$ cat src/rtl/dmwc_pkg.sv
// shared types and constants of the direct-mapped write-back cache
package dmwc_pkg;

    localparam int WORD_BITS  = 64;
    localparam int BYTE_BITS  = 8;
    localparam int LANE_BITS  = 3;
    localparam int WORD_SHIFT = 3;

    typedef enum logic [1:0] {
        OP_READ       = 2'd0,
        OP_WRITE_BYTE = 2'd1,
        OP_WRITE_BACK = 2'd2,
        OP_NONE       = 2'd3
    } op_t;

    // operation part of a queued request
    typedef struct packed {
        op_t                  op;
        logic [LANE_BITS-1:0] lane;
        logic [BYTE_BITS-1:0] byte_value;
    } req_ctl_t;

    // status of the back end seen by the front end and the checks
    typedef struct packed {
        logic clearing;
        logic idle;
    } bk_status_t;

endpackage

$ cat src/rtl/dmwc_front.sv
// front end: accepts requests, splits the address and queues them
module dmwc_front #(
    parameter int LINE_BYTES = 64,
    parameter int NUM_LINES  = 512,
    parameter int ADDR_BITS  = 18
) (
    input  logic                              clk,
    input  logic                              rst_n,
    input  logic                              in_valid,
    output logic                              in_stall,
    input  logic [1:0]                        opcode,
    input  logic [ADDR_BITS-1:0]              address,
    input  logic [dmwc_pkg::BYTE_BITS-1:0]    byte_value,
    input  logic [dmwc_pkg::WORD_BITS-1:0]    line_word,
    input  dmwc_pkg::bk_status_t              bk_status,
    input  logic                              q_pop,
    output logic                              q_valid,
    output dmwc_pkg::req_ctl_t                q_ctl,
    output logic [ADDR_BITS-$clog2(LINE_BYTES)-$clog2(NUM_LINES)-1:0] q_tag,
    output logic [$clog2(NUM_LINES)-1:0]      q_idx,
    output logic [(($clog2(LINE_BYTES) > 3) ? ($clog2(LINE_BYTES) - 3) : 1)-1:0] q_slot,
    output logic [dmwc_pkg::WORD_BITS-1:0]    q_word
);

    localparam int OFF_BITS  = $clog2(LINE_BYTES);
    localparam int IDX_BITS  = $clog2(NUM_LINES);
    localparam int TAG_BITS  = ADDR_BITS - OFF_BITS - IDX_BITS;
    localparam int WB        = OFF_BITS - 3;
    localparam int SLOT_BITS = (WB > 0) ? WB : 1;
    localparam logic [SLOT_BITS-1:0] SLOT_MASK = SLOT_BITS'((1 << WB) - 1);

    logic [1:0]                    wr_ptr_reg, wr_ptr_next;
    logic [1:0]                    rd_ptr_reg, rd_ptr_next;
    dmwc_pkg::req_ctl_t            ctl_mem [2];
    logic [TAG_BITS-1:0]           tag_mem [2];
    logic [IDX_BITS-1:0]           idx_mem [2];
    logic [SLOT_BITS-1:0]          slot_mem [2];
    logic [dmwc_pkg::WORD_BITS-1:0] word_mem [2];

    logic                          full;
    logic                          push;
    dmwc_pkg::req_ctl_t            ctl_in;

    // two-entry queue, pointers carry a wrap bit
    assign full     = (wr_ptr_reg[0] == rd_ptr_reg[0]) && (wr_ptr_reg[1] != rd_ptr_reg[1]);
    assign q_valid  = (wr_ptr_reg != rd_ptr_reg);
    assign in_stall = full || bk_status.clearing;

    // classify: the unused opcode is taken and dropped
    always_comb
    begin
        ctl_in.op         = dmwc_pkg::op_t'(opcode);
        ctl_in.lane       = address[dmwc_pkg::LANE_BITS-1:0];
        ctl_in.byte_value = byte_value;
        push = in_valid && !in_stall && (ctl_in.op != dmwc_pkg::OP_NONE);
    end

    always_comb
    begin
        wr_ptr_next = push ? (wr_ptr_reg + 2'd1) : wr_ptr_reg;
        rd_ptr_next = (q_pop && q_valid) ? (rd_ptr_reg + 2'd1) : rd_ptr_reg;
    end

    // queue pointers
    always_ff @(posedge clk or negedge rst_n)
    begin
        if (!rst_n)
        begin
            wr_ptr_reg <= 2'd0;
            rd_ptr_reg <= 2'd0;
        end
        else
        begin
            wr_ptr_reg <= wr_ptr_next;
            rd_ptr_reg <= rd_ptr_next;
        end
    end

    // queue payload
    always_ff @(posedge clk)
    begin
        if (push)
        begin
            ctl_mem[wr_ptr_reg[0]]  <= ctl_in;
            tag_mem[wr_ptr_reg[0]]  <= address[ADDR_BITS-1:OFF_BITS+IDX_BITS];
            idx_mem[wr_ptr_reg[0]]  <= address[OFF_BITS+IDX_BITS-1:OFF_BITS];
            slot_mem[wr_ptr_reg[0]] <= SLOT_BITS'(address >> dmwc_pkg::WORD_SHIFT) & SLOT_MASK;
            word_mem[wr_ptr_reg[0]] <= line_word;
        end
    end

    assign q_ctl  = ctl_mem[rd_ptr_reg[0]];
    assign q_tag  = tag_mem[rd_ptr_reg[0]];
    assign q_idx  = idx_mem[rd_ptr_reg[0]];
    assign q_slot = slot_mem[rd_ptr_reg[0]];
    assign q_word = word_mem[rd_ptr_reg[0]];

endmodule

$ cat config.mk
export PLATFORM = sky130hd
export DESIGN_NAME = dmwc_front
export DESIGN_NICKNAME = d
export VERILOG_FILES = /design/src/rtl/dmwc_pkg.sv /design/src/rtl/dmwc_front.sv
export SDC_FILE = /design/constraint.sdc
export NUM_CORES = 1
export LEC_CHECK = 0
export ABC_AREA = 1
export BUFFER_PORTS_ARGS = -buffer_cell sky130_fd_sc_hd__buf_2
export CAP_MARGIN = 10
export CORE_UTILIZATION = 42
export DETAILED_ROUTE_END_ITERATION = 16
export PLACE_DENSITY_LB_ADDON = 0.05
export REMOVE_ABC_BUFFERS = 1
export SLEW_MARGIN = 40
export SYNTH_ARGS = -nofsm -noshare
export SYNTH_HDL_FRONTEND = slang
export SYNTH_SLANG_ARGS = --single-unit
$ cat constraint.sdc
create_clock -name clk -period 5.2 [get_ports clk]
set_clock_uncertainty 0.1 [all_clocks]
set_input_delay 0.78 -clock clk [delete_from_list [all_inputs] [get_ports clk]]
set_output_delay 0.78 -clock clk [all_outputs]
set_load 0.03 [all_outputs]
# After elaboration in Yosys (flattened, before gate mapping)
# Memories as Yosys holds them, arrays and structs flattened.
# Index checks and enable logic that the tools add are counted.
# op_classes
add_sub_neg	2
mux	2
eq_ne	4
n_reduce_logical	6
# ops
op	count
adder 2 x 1 -> 2 bit, second input constant	2
logical AND 1 bit	4
2-to-1 mux 1 bit	2
inequality test 2 bit	1
inequality test 2 bit, second input constant	1
equality test 1 bit	1
zero test 1 bit	1
logical OR 1 bit	1
inequality test 1 bit	1
# totals
out_inout_bits	94
regBits	4
word_cells	21
mem_count	5
inputBits	98
ram_bits	184
# memory_table
memory	words	width	read_ports	rd_clocked_by_memory_dff	write_ports	line_no	text
word_mem	2	64	1	0	1	dmwc_front.sv:38	logic [dmwc_pkg::WORD_BITS-1:0] word_mem [2];
ctl_mem	2	13	1	0	1	dmwc_front.sv:34	dmwc_pkg::req_ctl_t ctl_mem [2];
idx_mem	2	9	1	0	1	dmwc_front.sv:36	logic [IDX_BITS-1:0] idx_mem [2];
slot_mem	2	3	1	0	1	dmwc_front.sv:37	logic [SLOT_BITS-1:0] slot_mem [2];
tag_mem	2	3	1	0	1	dmwc_front.sv:35	logic [TAG_BITS-1:0] tag_mem [2];

# Longest topological paths before layout
# depth
ltp_word	8
mapped_depth	9
ltp_nobuf	9

# Worst setup path before layout
# No wires, ideal clock.
# synth_path
kind	input port to flip-flop
from	input port opcode[0]
to	memory ctl_mem[1][0] in the netlist's numbering (enable)
arrival_ps	3438
path_buffers	0
slack_ps	1192
setup_ps	470
path_stages	5
t_required_ps	4630
path_cell_list	nand2_1 inv_1 nor2_1 inv_1 nor2_2
# synth_between
elab_chain_cells	4
# synth_lines
element	line_no	text
start: declaration	dmwc_front.sv:11	input logic [1:0] opcode,
inequality test 2 bit	dmwc_front.sv:55	push = in_valid && !in_stall && (ctl_in.op != dmwc_pkg::OP_NONE);
logical AND 1 bit	dmwc_front.sv:55	
2-to-1 mux 1 bit	dmwc_front.sv:82	if (push)
2-to-1 mux 1 bit (implied by the code)	dmwc_front.sv:84	ctl_mem[wr_ptr_reg[0]] <= ctl_in;
end: declaration	dmwc_front.sv:34	
# No other way between the ends.

# Worst setup path after layout
# layout_path
from	register rd_ptr_reg[0]
to	output port q_word[40] in the netlist's numbering
# layout_between
elab_chain_cells	1
# layout_lines
element	line_no	text
start: declaration	dmwc_front.sv:33	logic [1:0] rd_ptr_reg, rd_ptr_next;
start signal: assignment	dmwc_front.sv:75	rd_ptr_reg <= rd_ptr_next;
memory read (2 x 64 bit)	-	
end: declaration	dmwc_front.sv:22	output logic [dmwc_pkg::WORD_BITS-1:0] q_word
# No other way between the ends.

==> impl_metrics.csv <==
group,metric,value,unit
global_route,grt_max_degree,95,
synthesis,syn-mean-instance-area,13.2,um^2
cells_and_area,largest_reg_flops,128,
synthesis,synth_cells,522,
sta,tightest_slew,0.774,ns
drt,viasPerCell,4.53,
synthesis,yosys_warnings,0,
worst_setup_path,worstSetupStartpoint,"rd_ptr_reg[0]",
clock_tree,cts_tree,"built",
sta,fin_crit,3.03,ns
sta,hold_ws,0.0565,ns
pwr,vdd_drop_max,348,uV
worst_setup_path,critPathKind,"reg -> out",
placement,place_hpwl,8160,um
synthesis,ys_seq_area_frac,0.814,
synthesis,netlist.top_cell.by_area,"edfxtp_1",
sta,rsz0062_at_grt,"false",
clock_tree,cts_resized,0,
cells_and_area,drive_above_1_share,0.314,
placement,port_buffers,190,
worst_setup_path,path_max_fanout,94,
cells_and_area,num-nets-final,815,
synthesis,synth-simple-area-share,0.166,
clock_tree,clkSlewWorstSetupHoldPaths,0.07,ns
global_route,grt_pass1_wl,20400,um
sta,fmax,0.330,GHz
status,status,"complete, no violations",
drt,remaining_drc_errors,0,
drt,drtAntennaViolNets,0,
drt,first_pass_iters,4,
worst_setup_path,r2r_start,"rd_ptr_reg[0]",
pwr,p_leak,3.73,nW
placement,place.gp.congestion,0.761,
drt,wl,13600,um
sta,setup_viol,0,
synthesis,muxShareOfSynthArea,0,
synthesis,synth-xor-area-share,0,
cells_and_area,fin_util,0.546,
synthesis,synth.distinct_cells,13,
synthesis,synth-adder-area-share,0,
global_route,first_global_vias,4208,
cells_and_area,design_area,8740,um^2
job,cap_violations,0,
clock_tree,post_cts.repair.setup_buffers,0,
worst_setup_path,startpoint_type,"register",
clock_tree,clk_latency,0.42,ns
worst_setup_path,cp.arrival,2.15,ns
sta,setup_slack,2.17,ns
floorplan,start_util,0.432,
worst_setup_path,critPathRequiredTime,4.32,ns
cells_and_area,area_delta_synth_final,26.5,%
floorplan,design.core.area,16000,um^2
drt,drt_iter0_drc,297,
floorplan,die-area,17000,um^2
floorplan,die_h,130,um
global_route,grt-ovfl-total,0,
pwr,power.density,574,nW/um^2
clock_tree,clock-root-buffer,"clkbuf_16",
drt,wl_per_cell,14.4,um
placement,place_area,8140,um^2
clock_tree,clk_path_buf_depth,2,
sta,report.final.slew_viol_count,0,
synthesis,netlist_area,6910,um^2
clock_tree,cts.sinks,188,
synthesis,yosysTopAreaCellShare,0.800,
floorplan,ios,192,
synthesis,synth_compound_area_frac,0.00145,
hold_path,hp-class,"in -> async",
synthesis,synth_top_family_by_area,"simple AND/OR/NAND/NOR gates",
clock_tree,cts_buffers,17,
sta,tns,0,ns
floorplan,die_w,130,um
placement,post-place-ws,2.32,ns
synthesis,ys_ff_latch,188,
global_route,antenna_found_initial,5,
clock_tree,holdBufCountCts,0,
sta,min_period_over_period,0.583,
global_route,gr-usage-all-layers,0.164,
floorplan,rows,46,
sta,slew_headroom,0.484,
worst_setup_path,critPathCaptureType,"output pin",
sta,final-hold-violation-count,0,
drt,route.vias.total,4302,
clock_tree,cts_max_level,4,
synthesis,synth_top_cells_by_area,"edfxtp_1, nand2_1, dfrtp_1",
cells in the mapped netlist (all sizes together):
cell type    n
o21ai        1
a21oi        1
nand4        2
edfxtp     184
clkbuf       5
nand3        1
buf         15
nand2      295
inv          9
nor2         5
dfrtp        4
metrics by stage:
| step | power, W | std cells |
|---|---|---|
| floorplan | 0.00318 | 502 |
| global placement | 0.00374 | 912 |
| detailed placement | 0.00378 | 914 |
| CTS | 0.00508 | 946 |
| global route | 0.00530 | 948 |
| finish | 0.00502 | 949 |
critical path, stage by stage, from the launching register on:
cell      delay [ns]
dfrtp_4         0.59
clkinv_2        0.09
buf_6           0.55
nand2_1         0.10
nand2_1         0.11
buf_2           0.19
layout make-up:
| cell class | count | area (um^2) |
|---|---|---|
| Antenna cell | 3 | 7.51 |
| Sequential cell | 188 | 5630 |
| Clock buffer | 18 | 429 |
| Fill cell | 1414 | 7260 |
| Inverter | 9 | 40.0 |
| Multi-Input combinational cell | 305 | 1160 |
| Timing Repair Buffer | 196 | 1040 |
| Tap cell | 216 | 270 |
| Clock inverter | 14 | 168 |
layer usage:
| metal | vias up | wire length (um) | track usage |
|---|---|---|---|
| met4 | 4 | 270 | 0.0800 |
| met1 | 2003 | 5680 | 0.188 |
| met5 | - | 27 | 0 |
| met3 | 21 | 952 | 0.0529 |
| li1 | 2142 | - | - |
| met2 | 132 | 6700 | 0.279 |
final timing paths:
path	cells after the start	endpoint	slack (ns)
min	1	wr_ptr_reg[0]	0.06
max reg2reg	9	word_mem[0][15]	2.59
max	5	q_word[40]	2.17
max in group asynchronous	1	rd_ptr_reg[0]	4.80
min in group clk	2	wr_ptr_reg[1]	0.41
min reg2reg	2	wr_ptr_reg[1]	0.41
power breakdown:
part	switching (W)	total [W]	internal (W)
registers	0.0000636	0.00192	0.00186
logic	0.00135	0.00180	0.000451
clock network	0.000541	0.00130	0.000757
kinds of logic after synthesis:
| kind of cell | after synthesis |
|---|---|
| AO/OA/AOI/OAI | 2 |
| AND/OR/NAND/NOR | 303 |
| buffers and inverters | 29 |
| flip-flops | 188 |
cell usage in the layout, fill, tap and decap left out, types with 2 or more instances in the layout:
master,count
buf_12,3
buf_2,190
buf_4,2
bufinv_16,3
clkbuf_16,17
clkinv_1,2
clkinv_2,2
clkinvlp_4,4
dfrtp_1,3
diode_2,3
edfxtp_1,184
inv_1,7
inv_6,4
nand2_1,295
nand4_1,2
nor2_1,4
Power figures use the tool's default switching activity.
